`src/design/dps_pkg.sv`:
```
// Shared widths, register indexes and configuration type for the distance PID step unit.
package dps_pkg;

	localparam int ERR_W   = 24;
	localparam int FRAC_W  = 16;
	localparam int INT_W   = ERR_W + 1;
	localparam int GAIN_W  = 24;
	localparam int LIM_W   = 24;
	localparam int ZONE_W  = 23;
	localparam int SPD_W   = 15;
	localparam int DRV_W   = 16;
	localparam int CFG_W   = 24;
	localparam int IDX_W   = 3;
	localparam int IN_TDATA_W  = ((ERR_W + 7) / 8) * 8;
	localparam int OUT_TDATA_W = ((DRV_W + 1 + 7) / 8) * 8;

	localparam logic [IDX_W-1:0] REG_GAIN_P   = 3'd0;
	localparam logic [IDX_W-1:0] REG_GAIN_I   = 3'd1;
	localparam logic [IDX_W-1:0] REG_GAIN_D   = 3'd2;
	localparam logic [IDX_W-1:0] REG_INT_LIM  = 3'd3;
	localparam logic [IDX_W-1:0] REG_INT_ZONE = 3'd4;
	localparam logic [IDX_W-1:0] REG_DONE_THR = 3'd5;
	localparam logic [IDX_W-1:0] REG_MIN_OUT  = 3'd6;
	localparam logic [IDX_W-1:0] REG_MAX_SPD  = 3'd7;

	typedef struct packed {
		logic [GAIN_W-1:0] gain_p;
		logic [GAIN_W-1:0] gain_i;
		logic [GAIN_W-1:0] gain_d;
		logic [LIM_W-1:0]  integral_limit;
		logic [ZONE_W-1:0] integral_zone;
		logic [ZONE_W-1:0] done_threshold;
		logic [SPD_W-1:0]  min_output;
		logic [SPD_W-1:0]  max_speed;
	} cfg_t;

endpackage

```
`src/design/dps_regs.sv`:
```
// Configuration register file for the distance PID step unit.
module dps_regs (
	input  logic                      clk,
	input  logic                      arst_n,
	input  logic                      cfg_we,
	input  logic [dps_pkg::IDX_W-1:0] cfg_index,
	input  logic [dps_pkg::CFG_W-1:0] cfg_data,
	output dps_pkg::cfg_t             cfg
);
	import dps_pkg::*;

	cfg_t cfg_q;

	always_ff @(posedge clk or negedge arst_n) begin
		if (!arst_n) begin
			cfg_q.gain_p         <= GAIN_W'(327680);
			cfg_q.gain_i         <= GAIN_W'(655);
			cfg_q.gain_d         <= GAIN_W'(65536);
			cfg_q.integral_limit <= LIM_W'(1024000);
			cfg_q.integral_zone  <= ZONE_W'(2560);
			cfg_q.done_threshold <= ZONE_W'(64);
			cfg_q.min_output     <= SPD_W'(512);
			cfg_q.max_speed      <= SPD_W'(25600);
		end else if (cfg_we) begin
			case (cfg_index)
				REG_GAIN_P:   cfg_q.gain_p         <= cfg_data[GAIN_W-1:0];
				REG_GAIN_I:   cfg_q.gain_i         <= cfg_data[GAIN_W-1:0];
				REG_GAIN_D:   cfg_q.gain_d         <= cfg_data[GAIN_W-1:0];
				REG_INT_LIM:  cfg_q.integral_limit <= cfg_data[LIM_W-1:0];
				REG_INT_ZONE: cfg_q.integral_zone  <= cfg_data[ZONE_W-1:0];
				REG_DONE_THR: cfg_q.done_threshold <= cfg_data[ZONE_W-1:0];
				REG_MIN_OUT:  cfg_q.min_output     <= cfg_data[SPD_W-1:0];
				REG_MAX_SPD:  cfg_q.max_speed      <= cfg_data[SPD_W-1:0];
				default: ;
			endcase
		end
	end

	assign cfg = cfg_q;

endmodule

```
`config.mk`:
```
export PLATFORM = sky130hd
export DESIGN_NAME = dps_regs
export DESIGN_NICKNAME = d
export VERILOG_FILES = /design/src/design/dps_pkg.sv /design/src/design/dps_regs.sv
export SDC_FILE = /design/constraint.sdc
export NUM_CORES = 1
export LEC_CHECK = 0
export BUFFER_PORTS_ARGS = -buffer_cell sky130_fd_sc_hd__buf_2
export CORE_ASPECT_RATIO = 1.5
export CORE_MARGIN = 2
export CORE_UTILIZATION = 46
export DETAILED_ROUTE_END_ITERATION = 7
export MAX_ROUTING_LAYER = met4
export PLACE_DENSITY = 0.81
export SYNTH_ARGS = -nofsm -noshare
export SYNTH_HDL_FRONTEND = slang
export SYNTH_SLANG_ARGS = --single-unit
export TNS_END_PERCENT = 5
```
`constraint.sdc`:
```
create_clock -name clk -period 0.8 [get_ports clk]
set_input_delay 0.16 -clock clk [delete_from_list [all_inputs] [get_ports clk]]
set_output_delay 0.16 -clock clk [all_outputs]
set_load 0.005 [all_outputs]
```
After elaboration in Yosys (flattened, before gate mapping):

Index checks and enable logic that the tools add are counted.

* input bits: 30
* logic and storage cells: 24
* output and inout port bits: 172
* register bits after elaboration: 172

* reductions and logical operators: 9
* eq/ne operators: 7

Operator list (count)
* 2-bit AND reduction: 8
* 3-bit equality test (second input constant): 4
* 3-bit by 2-bit equality test with 1-bit output (second input constant): 2
* 3-bit by 1-bit equality test with 1-bit output (second input constant): 1
* 3-bit logical NOT: 1

Logic depth before layout (Yosys ltp):

Gate-level depths: netlist of the first run.

* depth in word-level cells: 2
* gate-level depth with buffers: 5
* mapped depth without buffers: 2

Worst setup path before layout of the first run:

No wires, ideal clock.

* path type: input-to-reg
* start: in cfg_index[1] in the netlist's numbering
* end: reg cfg_q (netlist bit cfg[159])
* cell stages on the path: 4
* setup slack: -570 ps
* data required time: 675 ps
* buffers on the path: 2
* arrival: 1245 ps
* cell sequence: buf_4 > nor4b_4 > buf_6 > mux2_2

* word-level cells in the longest chain between the ends: 2

RTL lines
* start: declaration: line dps_regs.sv:6 `input logic [dps_pkg::IDX_W-1:0] cfg_index,`
* 3-bit logical NOT: line dps_regs.sv:25 `case (cfg_index)`
* 2-bit AND reduction (no source line)
* end: declaration: line dps_regs.sv:12 `cfg_t cfg_q;`

No other way between the ends.
A chain may end at the register's enable or synchronous reset.

Final worst setup path of the first run:

* start: reg cfg_q (netlist bit cfg[62])
* end: out cfg[62] in the netlist's numbering

RTL lines
* end: declaration: line dps_regs.sv:8 `output dps_pkg::cfg_t cfg`

No word-level cell between the ends.

==> results.md, run 1 <==
- Fin Clk Skew: 0 ns
- Fmax: 0.7863 GHz
- Reg2Reg Depth: 2
- Final wirelength: 16450 µm
- CP max stage delay: 0.58 ns
- Synthesized area: 6540 µm²
- Delay-heaviest family, CP: flip-flops
- Crit-path max FO: 2
- Measured slew at the worst slew-check pin: 0.3359 ns
- Leak Pwr: 4.320 nW
- Total power: 25.91 mW
- Yosys top cell area share: 57.39%
- Largest net degree at the start of global routing: 49
- Routed length per placed instance: 21.15 µm
- Fillers: 985
- Setup violators final: 287
- Crit path to: cfg[62]
- Pwr Density: 2893 nW/µm²
- CTS tree: yes
- Post-DRT Antenna Nets: 0
- CTS buffer count: 17
- Netlist cell types: 12
- Mapped Nets: 403
- DRC errors left: 0
- Vias in the first global route: 4474
- Share of the yosys chip area belonging to registers: 66.23%
- Gr usage total: 23.23%
- Most common cell after layout, fill and taps aside: buf_2
- WP data arrival: 1.11 ns
- Failing checks: negative setup slack
- RePlAce Congestion: 0.8146
- Most frequent cells in the layout: buf_2 (180), dfrtp_1 (150), mux2_2 (129)
- Critical path depth in cells: 1
- FF-to-FF End: cfg[124]
- Post-synthesis cell count: 373
- Worst skew pair latency: 0.41 ns
- Die Y: 150.0 µm
- Area Growth Syn to Fin: 36.92%
- Final min period: 1.272 ns
- Status: finished with violations
- Overflow left after global routing: 0
- Slew Limit Fails: 0
- Clk buf depth: 2
- 1st-iter DRT viols: 95
- Placed cell area: 8025 µm²
- Clock root cell: clkbuf_16
- DIE AREA: 15210 µm²
- Worst-case vdd ir drop: 1.348 mV
- Rows: 53
- Max reg flops: 172
- Reg2Reg Setup Slack: -0.03 ns
- Port bufs: 201
- Synth Area per Inst: 17.53 µm²
- IO Count: 202
- Clk sinks: 172
- Hpwl dp: 11630 µm
- Setup TNS: -63.13 ns
- Yosys warnings: 0
- Diodes inserted: 0
- Worst slew margin: 77.51%
- Slack of the critical path: -0.4718 ns
- Vias: 4144
- Die W: 101.4 µm
- Initial core utilization: 46.96%
- Yosys top cell by area: dfrtp_1
- Final period util: 159.0%
- CP Capture Type: output port
- Crit Path Class: flop to output port
- Top cells by area, synth: dfrtp_1 (57%), mux2_2 (29%), dfstp_2 (8.8%)
- R2R Path Start: cfg[124]
- Vias/cell: 5.326
- Cells along the critical path: buf_6
- Final Cell Area: 8955 µm²
- Core area: 13930 µm²
- Reg clk slew, reported paths: 0.07 ns
- Worst hold path type: input port to flop
- Buf/Inv on CP: 1
- CP startpoint kind: flop
- Required time worst endpoint: 0.64 ns
- RSZ-0062 raised after global routing: yes
- Global-route wire length before repair: 25690 µm
- Final hold vios: 0
- Synthesized flop and latch total: 172
- Dpl ws: -0.6586 ns
- Drt first pass iters: 4
- Worst setup startpoint: cfg[62]
- H-tree depth reported by CTS: 4
- Initial antenna violation count: 0
- Max_cap viols: 0
- Final Net Count: 630
- Critical-path top delay cell: dfstp_2
- Share of cells above drive strength 1: 75.04%
[power breakdown]
part / switching (mW) / internal [mW] / total (mW)
clock network: 3.71 / 4.78 / 8.49
registers: 1.12 / 10.8 / 11.9
logic: 2.12 / 3.37 / 5.49
total: 6.95 / 19.0 / 25.9
[through the flow]
step                util (%)  cells  hold slack, ns
finish                 64.30    778         0.04086
global route           64.30    778         0.03741
floorplan                  -    373         -0.1356
detailed placement     57.63    744        -0.03070
global placement       57.63    744        -0.03200
CTS                    63.53    778         0.02641
[repair_timing]
item	CTS	global route
setup buffers	1	0
resized for setup	42	24
pin swaps	4	0
endpoints found under the hold margin	166	0
setup endpoints to repair	344	290
hold buffers	1	0
[area by class of cell]
type	instances	area (µm²)	area share (%)
Clock inverter	15	196.4	2.194
Multi-Input combinational cell	180	2253	25.16
Sequential cell	172	4332	48.37
Timing Repair Buffer	229	1541	17.21
Clock buffer	17	425.4	4.751
Tap cell	165	206.4	2.305
[cells in the mapped netlist]
cell / count
mux2_2: 170
buf_4: 2
buf_2: 10
dfrtp_1: 150
nand4b_2: 2
mux2_1: 2
dfstp_2: 22
nor4b_4: 1
nor4bb_1: 3
nand4b_1: 1
nand4_2: 1
buf_6: 9
[kinds of logic after synthesis]
group	count (synthesis)	share of synthesized area [%]
buffers and inverters	21	2.544
DFF	172	66.23
muxes	172	29.62
and+or+nand+nor	8	1.607
[worst min path at each step]
stage | startpoint | to | slack [ns] | cells after the start
after global placement | arst_n | cfg[115] | -0.03 | 1
after global routing | cfg_data[23] | cfg[171] | 0.04 | 2
after detailed placement | arst_n | cfg[115] | -0.03 | 1
after CTS | cfg_data[16] | cfg[164] | 0.03 | 2
after floorplan | arst_n | cfg[0] | -0.14 | 0
final | cfg_data[16] | cfg[164] | 0.04 | 2
[metal layers]
layer	part of all wire (%)	vias up	global-route usage (%)
met5	0	-	-
met4	3.8	0	10.47
met3	4.2	37	5.138
met2	53	160	38.21
met1	39	2155	27.10
li1	-	1792	-
(Power assumes the default switching activity.)
==> run 2: changes to the inputs <==
--- a/config.mk
+++ b/config.mk
@@ -8,10 +8,11 @@
 export BUFFER_PORTS_ARGS = -buffer_cell sky130_fd_sc_hd__buf_2
 export CORE_ASPECT_RATIO = 1.5
 export CORE_MARGIN = 2
-export CORE_UTILIZATION = 46
+export CORE_UTILIZATION = 48
+export CTS_BUF_LIST = sky130_fd_sc_hd__clkbuf_8
 export DETAILED_ROUTE_END_ITERATION = 7
 export MAX_ROUTING_LAYER = met4
-export PLACE_DENSITY = 0.81
+export PLACE_DENSITY = 0.84
 export SYNTH_ARGS = -nofsm -noshare
 export SYNTH_HDL_FRONTEND = slang
 export SYNTH_SLANG_ARGS = --single-unit
==> run 2 against run 1 <==
The flow still finishes with violations (negative setup slack); sequential share of layout area up 1.4 points; critical path depth unchanged; die area down 4.0%; global-route usage up 0.62 points; sequential power about the same; via count up 0.24%; flip-flop and latch count unchanged; clock skew unchanged; critical endpoint is now cfg[125]; largest cell class unchanged.
==> results.md, run 2 (synthesis gave the netlist of run 1 again) <==
- Crit Path Class: flop to output port
- Measured slew at the worst slew-check pin: 0.3282 ns (-0.007757 ns)
- Die Y: 147.0 µm (-2.0%)
- Critical-path top delay cell: dfstp_2
- Status: finished with violations
- Cells along the critical path: buf_6
- Worst skew pair latency: 0.43 ns (+0.02 ns)
- Share of cells above drive strength 1: 74.64% (-0.40 points)
- CTS tree: yes
- Final Cell Area: 8705 µm² (-2.8%)
- IO Count: 202 (unchanged)
- Clock root cell: clkbuf_8
- Global-route wire length before repair: 25920 µm (+0.89%)
- CTS buffer count: 17 (unchanged)
- R2R Path Start: cfg[62]
- Vias/cell: 5.319 (-0.14%)
- WP data arrival: 1.10 ns (about the same)
- Part of the power in combinational logic: 23.5% (+2.3 points)
- Overflow left after global routing: 0 (unchanged)
- DIE AREA: 14590 µm² (-4.0%)
- Worst slew margin: 78.03% (+0.52 points)
- Die W: 99.31 µm (-2.0%)
- Fin Clk Skew: 0 ns (unchanged)
- Worst setup startpoint: cfg[125]
- Vias in the first global route: 4693 (+4.9%)
- Setup violators final: 310 (+8.0%)
- Slew Limit Fails: 0 (unchanged)
- Gr usage total: 23.85% (+0.62 points)
- Largest net degree at the start of global routing: 26 (-47%)
- Vias: 4154 (+0.24%)
- Leak Pwr: 4.195 nW (-2.9%)
- Required time worst endpoint: 0.64 ns (about the same)
- CP startpoint kind: flop
- Most frequent cells in the layout: buf_2 (186), dfrtp_1 (150), mux2_2 (136)
- Port bufs: 201 (unchanged)
- Drt first pass iters: 4 (unchanged)
- Final wirelength: 16320 µm (-0.80%)
- Final min period: 1.261 ns (-0.01048 ns)
- Int Pwr: 16.58 mW (-12%)
- Most common cell after layout, fill and taps aside: buf_2
- Fmax: 0.7928 GHz (+0.83%)
- Pwr Density: 2640 nW/µm² (-8.8%)
- Initial antenna violation count: 0 (unchanged)
- Clk buf depth: 2 (unchanged)
- Final hold vios: 0 (unchanged)
- Setup TNS: -66.55 ns (-3.417 ns)
- CP max stage delay: 0.57 ns (about the same)
- Hold Path Origin: cfg_data[20]
- Worst hold path type: input port to flop
- Crit-path max FO: 2 (unchanged)
- Delay-heaviest family, CP: flip-flops
- Max reg flops: 172 (unchanged)
- Post-DRT Antenna Nets: 0 (unchanged)
- Failing checks: negative setup slack
- Slack of the critical path: -0.4613 ns (+0.01048 ns)
- Sequential power share: 51.7% (+5.7 points)
- Core area: 13400 µm² (-3.8%)
- Max_cap viols: 0 (unchanged)
- Worst-case vdd ir drop: 1.520 mV (+13%)
- Area Growth Syn to Fin: 33.10%
- Placed cell area: 8061 µm² (+0.45%)
- Routed length per placed instance: 20.90 µm (-1.2%)
- CP Capture Type: output port
- P_sw: 6.393 mW (-8.1%)
- Sw Share: 27.82% (+0.98 points)
- RePlAce Congestion: 0.7983 (-2.0%)
- Clock power share: 24.8% (-8.0 points)
- Clk sinks: 172 (unchanged)
- H-tree depth reported by CTS: 4 (unchanged)
- Reg clk slew, reported paths: 0.09 ns (+0.02 ns)
- Final Net Count: 636 (+0.95%)
- Rows: 52 (-1.9%)
- Initial core utilization: 48.80% (+1.8 points)
- RSZ-0062 raised after global routing: yes
- Final period util: 157.7% (-1.3 points)
- Total power: 22.98 mW (-11%)
- 1st-iter DRT viols: 166 (+75%)
- Hpwl dp: 11450 µm (-1.5%)
- Diodes inserted: 0 (unchanged)
- DRC errors left: 0 (unchanged)
- Buf/Inv on CP: 1 (unchanged)
## run 2: final cells by class
cell class / instances / area, µm²
fill: 926 / 4698
clock buffer: 17 / 234.0
timing repair buffer: 235 / 1579
tap: 162 / 202.7
clock inverter: 15 / 138.9
multi-input combinational: 180 / 2218
sequential: 172 / 4332
## run 2: routing by layer
metal	global-route usage (%)	share of wire, %	wire (µm)
met5	-	0	0
met4	9.795	2.8	464
met3	4.377	4.4	725
met2	41.18	54	8741
met1	27.13	39	6390
## run 2: timing repair
action	CTS	global route
hold buffers	4	0
setup buffers	2	0
resized for setup	42	8
endpoints found under the setup margin	343	313
pin swaps	4	1
hold endpoints to repair	162	0
cloned	0	0
## run 2: worst paths after layout
path	endpoint	slack [ns]	cells after the start
min in group asynchronous	cfg[169]	0.17	2
setup / recovery	cfg[125]	-0.46	1
setup reg to reg	cfg[62]	-0.05	2
hold reg to reg	cfg[57]	0.51	1
max in group asynchronous	cfg[114]	0.10	3
hold / removal	cfg[168]	0.03	2
## run 2: stage by stage
step | setup slack (ns) | hold slack, ns | std cells | util [%]
after global placement | -0.6271 | 0.06324 | 743 | 60.15
final | -0.4613 | 0.02936 | 781 | 64.95
after CTS | -0.4826 | 0.004979 | 781 | 64.70
after global routing | -0.5004 | 0.03470 | 781 | 64.95
after detailed placement | -0.6822 | 0.06407 | 743 | 60.15
after floorplan | -0.5478 | -0.1356 | 373 | -
## run 2: power groups by stage
| stage | clock [mW] | combinational [mW] | sequential (mW) |
|---|---|---|---|
| 6_report | 5.69 | 5.40 | 11.9 |
| 5_1_grt | 6.22 | 5.82 | 12.1 |
| 4_1_cts | 5.86 | 5.40 | 11.8 |
| 3_5_place_dp | 0 | 5.05 | 12.0 |
| 3_3_place_gp | 0 | 4.84 | 11.8 |
| 2_1_floorplan | 0 | 1.92 | 12.0 |
==> run 3: changes to the inputs <==
--- a/config.mk
+++ b/config.mk
@@ -7,12 +7,12 @@
 export LEC_CHECK = 0
 export BUFFER_PORTS_ARGS = -buffer_cell sky130_fd_sc_hd__buf_2
 export CORE_ASPECT_RATIO = 1.5
-export CORE_MARGIN = 2
-export CORE_UTILIZATION = 48
+export CORE_MARGIN = 4
+export CORE_UTILIZATION = 53
 export CTS_BUF_LIST = sky130_fd_sc_hd__clkbuf_8
 export DETAILED_ROUTE_END_ITERATION = 7
 export MAX_ROUTING_LAYER = met4
-export PLACE_DENSITY = 0.84
+export PLACE_DENSITY = 0.87
 export SYNTH_ARGS = -nofsm -noshare
 export SYNTH_HDL_FRONTEND = slang
 export SYNTH_SLANG_ARGS = --single-unit
==> constraint.sdc (replaced) <==
create_clock -name clk -period 1.2 [get_ports clk]
set_input_delay 0.24 -clock clk [delete_from_list [all_inputs] [get_ports clk]]
set_output_delay 0.24 -clock clk [all_outputs]
set_load 0.005 [all_outputs]
==> run 3 against run 2 <==
The flow still finishes with violations (negative setup slack); power down 34%; clock skew unchanged; sequential power down 33%.
==> results.md, run 3 (synthesis gave the netlist of run 1 again) <==
- Required time worst endpoint: 0.96 ns (+0.32 ns)
- Slew Limit Fails: 0 (unchanged)
- CTS buffer count: 17 (unchanged)
- CP Capture Type: output port
- Pwr Density: 1791 nW/µm² (-32%)
- Max_cap viols: 0 (unchanged)
- Final Net Count: 638 (+0.31%)
- IO Count: 202 (unchanged)
- Placed Cells: 737 (-0.81%)
- DIE AREA: 14220 µm² (-2.6%)
- Final core occ: 70.87% (+5.9 points)
- WP data arrival: 1.09 ns (about the same)
- Register Area: 4332 µm² (unchanged)
- CP max stage delay: 0.56 ns (about the same)
- Clock root cell: clkbuf_8
- H-tree depth reported by CTS: 4 (unchanged)
- Part of the power in combinational logic: 23.0% (-0.5 points)
- Fin Hold WS: 0.08438 ns (+0.05503 ns)
- Leak Pwr: 4.103 nW (-2.2%)
- Cells along the critical path: buf_6
- Vias: 4168 (+0.34%)
- Clk buf depth: 2 (unchanged)
- DRC errors left: 0 (unchanged)
- Multi-input logic area: 2117 µm² (-4.6%)
- Final wirelength: 16210 µm (-0.70%)
- Worst hold path type: input port to flop
- Slack of the critical path: -0.1296 ns (+0.3318 ns)
- Sequential power share: 52.0% (+0.3 points)
- Initial core utilization: 54.43% (+5.6 points)
- Total power: 15.25 mW (-34%)
- RSZ-0062 raised after global routing: yes
- Failing checks: negative setup slack
- Int Pwr: 11.06 mW (-33%)
- Largest net degree at the start of global routing: 46 (+77%)
- Crit-path max FO: 2 (unchanged)
- Layout Cells excl Fill: 774 (-0.90%)
- Vias/cell: 5.385 (+1.2%)
- Worst slew margin: 80.52% (+2.5 points)
- Initial antenna violation count: 0 (unchanged)
- Routed length per placed instance: 20.94 µm (+0.19%)
- Overflow left after global routing: 0 (unchanged)
- Die W: 98.70 µm (-0.61%)
- Drt first pass iters: 4 (unchanged)
- 1st-iter DRT viols: 94 (-43%)
- Crit Path Class: flop to output port
- Gr usage total: 24.17% (+0.33 points)
- CTS tree: yes
- Die Y: 144.1 µm (-2.0%)
- Reg clk slew, reported paths: 0.09 ns (about the same)
- Worst skew pair latency: 0.43 ns (about the same)
- Hpwl dp: 12130 µm (+5.9%)
- Post-DRT Antenna Nets: 0 (unchanged)
- P_sw: 4.193 mW (-34%)
- Final hold vios: 0 (unchanged)
- Final period util: 110.8%
- Most common cell after layout, fill and taps aside: buf_2
- Core area: 12020 µm² (-10%)
- Share of cells above drive strength 1: 75.20% (+0.56 points)
- Setup TNS: -2.877 ns (+63.67 ns)
- Global-route wire length before repair: 25520 µm (-1.5%)
- Sw Share: 27.49% (-0.33 points)
- Critical-path top delay cell: dfstp_2
- Fin Clk Skew: 0 ns (unchanged)
- RePlAce Congestion: 0.8040 (+0.71%)
- Delay-heaviest family, CP: flip-flops
- Status: finished with violations
- CP startpoint kind: flop
- Rows: 49 (-5.8%)
- Port bufs: 201 (unchanged)
- Diodes inserted: 0 (unchanged)
- Fillers: 811 (-12%)
- Max reg flops: 172 (unchanged)
- Buf/Inv on CP: 1 (unchanged)
- Measured slew at the worst slew-check pin: 0.2909 ns (-0.03725 ns)
- Worst-case vdd ir drop: 0.9487 mV (-38%)
- Area Growth Syn to Fin: 30.21%
- Most frequent cells in the layout: buf_2 (184), mux2_2 (163), dfrtp_1 (150)
- Final min period: 1.330 ns
- Clk sinks: 172 (unchanged)
- Fmax: 0.7521 GHz
- Vias in the first global route: 4658 (-0.75%)
- Setup violators final: 53 (-83%)
- Clock power share: 25.0% (+0.2 points)
-- run 3: path summary, 6_finish.rpt --
kind	start	endpoint	slack, ns	cells past startpoint
setup / recovery	cfg[92]	cfg[92]	-0.13	1
hold / removal	cfg_data[23]	cfg[171]	0.08	2
setup reg to reg	cfg[93]	cfg[93]	0.24	3
hold reg to reg	cfg[58]	cfg[58]	0.50	1
max in group asynchronous	arst_n	cfg[124]	0.37	3
min in group asynchronous	arst_n	cfg[120]	0.22	2
-- run 3: what timing repair did --
| action | 4_1_cts | 5_1_grt |
|---|---|---|
| setup endpoints to repair | 172 | 172 |
| gates resized for setup | 10 | 6 |
| pin swaps | 0 | 0 |
| setup buffers | 2 | 2 |
| hold buffers | 1 | 0 |
| endpoints found under the hold margin | 154 | 0 |
-- run 3: power groups by stage --
| stage | combinational [mW] | clock, mW | sequential, mW |
|---|---|---|---|
| 3_3_place_gp | 3.22 | 0 | 7.90 |
| 6_report | 3.50 | 3.82 | 7.93 |
| 4_1_cts | 3.51 | 3.91 | 7.91 |
| 3_5_place_dp | 3.39 | 0 | 8.00 |
| 2_1_floorplan | 1.28 | 0 | 8.01 |
| 5_1_grt | 3.80 | 4.16 | 8.08 |
-- run 3: through the flow --
step	setup WS, ns	instance area, µm²
floorplan	-0.2278	6578
global placement	-0.3179	7998
detailed placement	-0.3473	7998
CTS	-0.1605	8463
global route	-0.1824	8516
finish	-0.1296	8516
-- run 3: cell type report --
class / count / share of cell area [%]
multi-input combinational: 180 / 24.86
clock buffer: 19 / 3.071
sequential: 172 / 50.87
timing repair buffer: 237 / 17.59
clock inverter: 13 / 1.366
tap: 153 / 2.248
-- run 3: per-layer routing --
metal	vias to the layer above	wire length, µm	global-route usage [%]
met5	-	0	-
met4	0	400	10.00
met3	33	879	5.116
met2	181	8743	41.25
met1	2153	6183	27.87
li1	1801	-	-
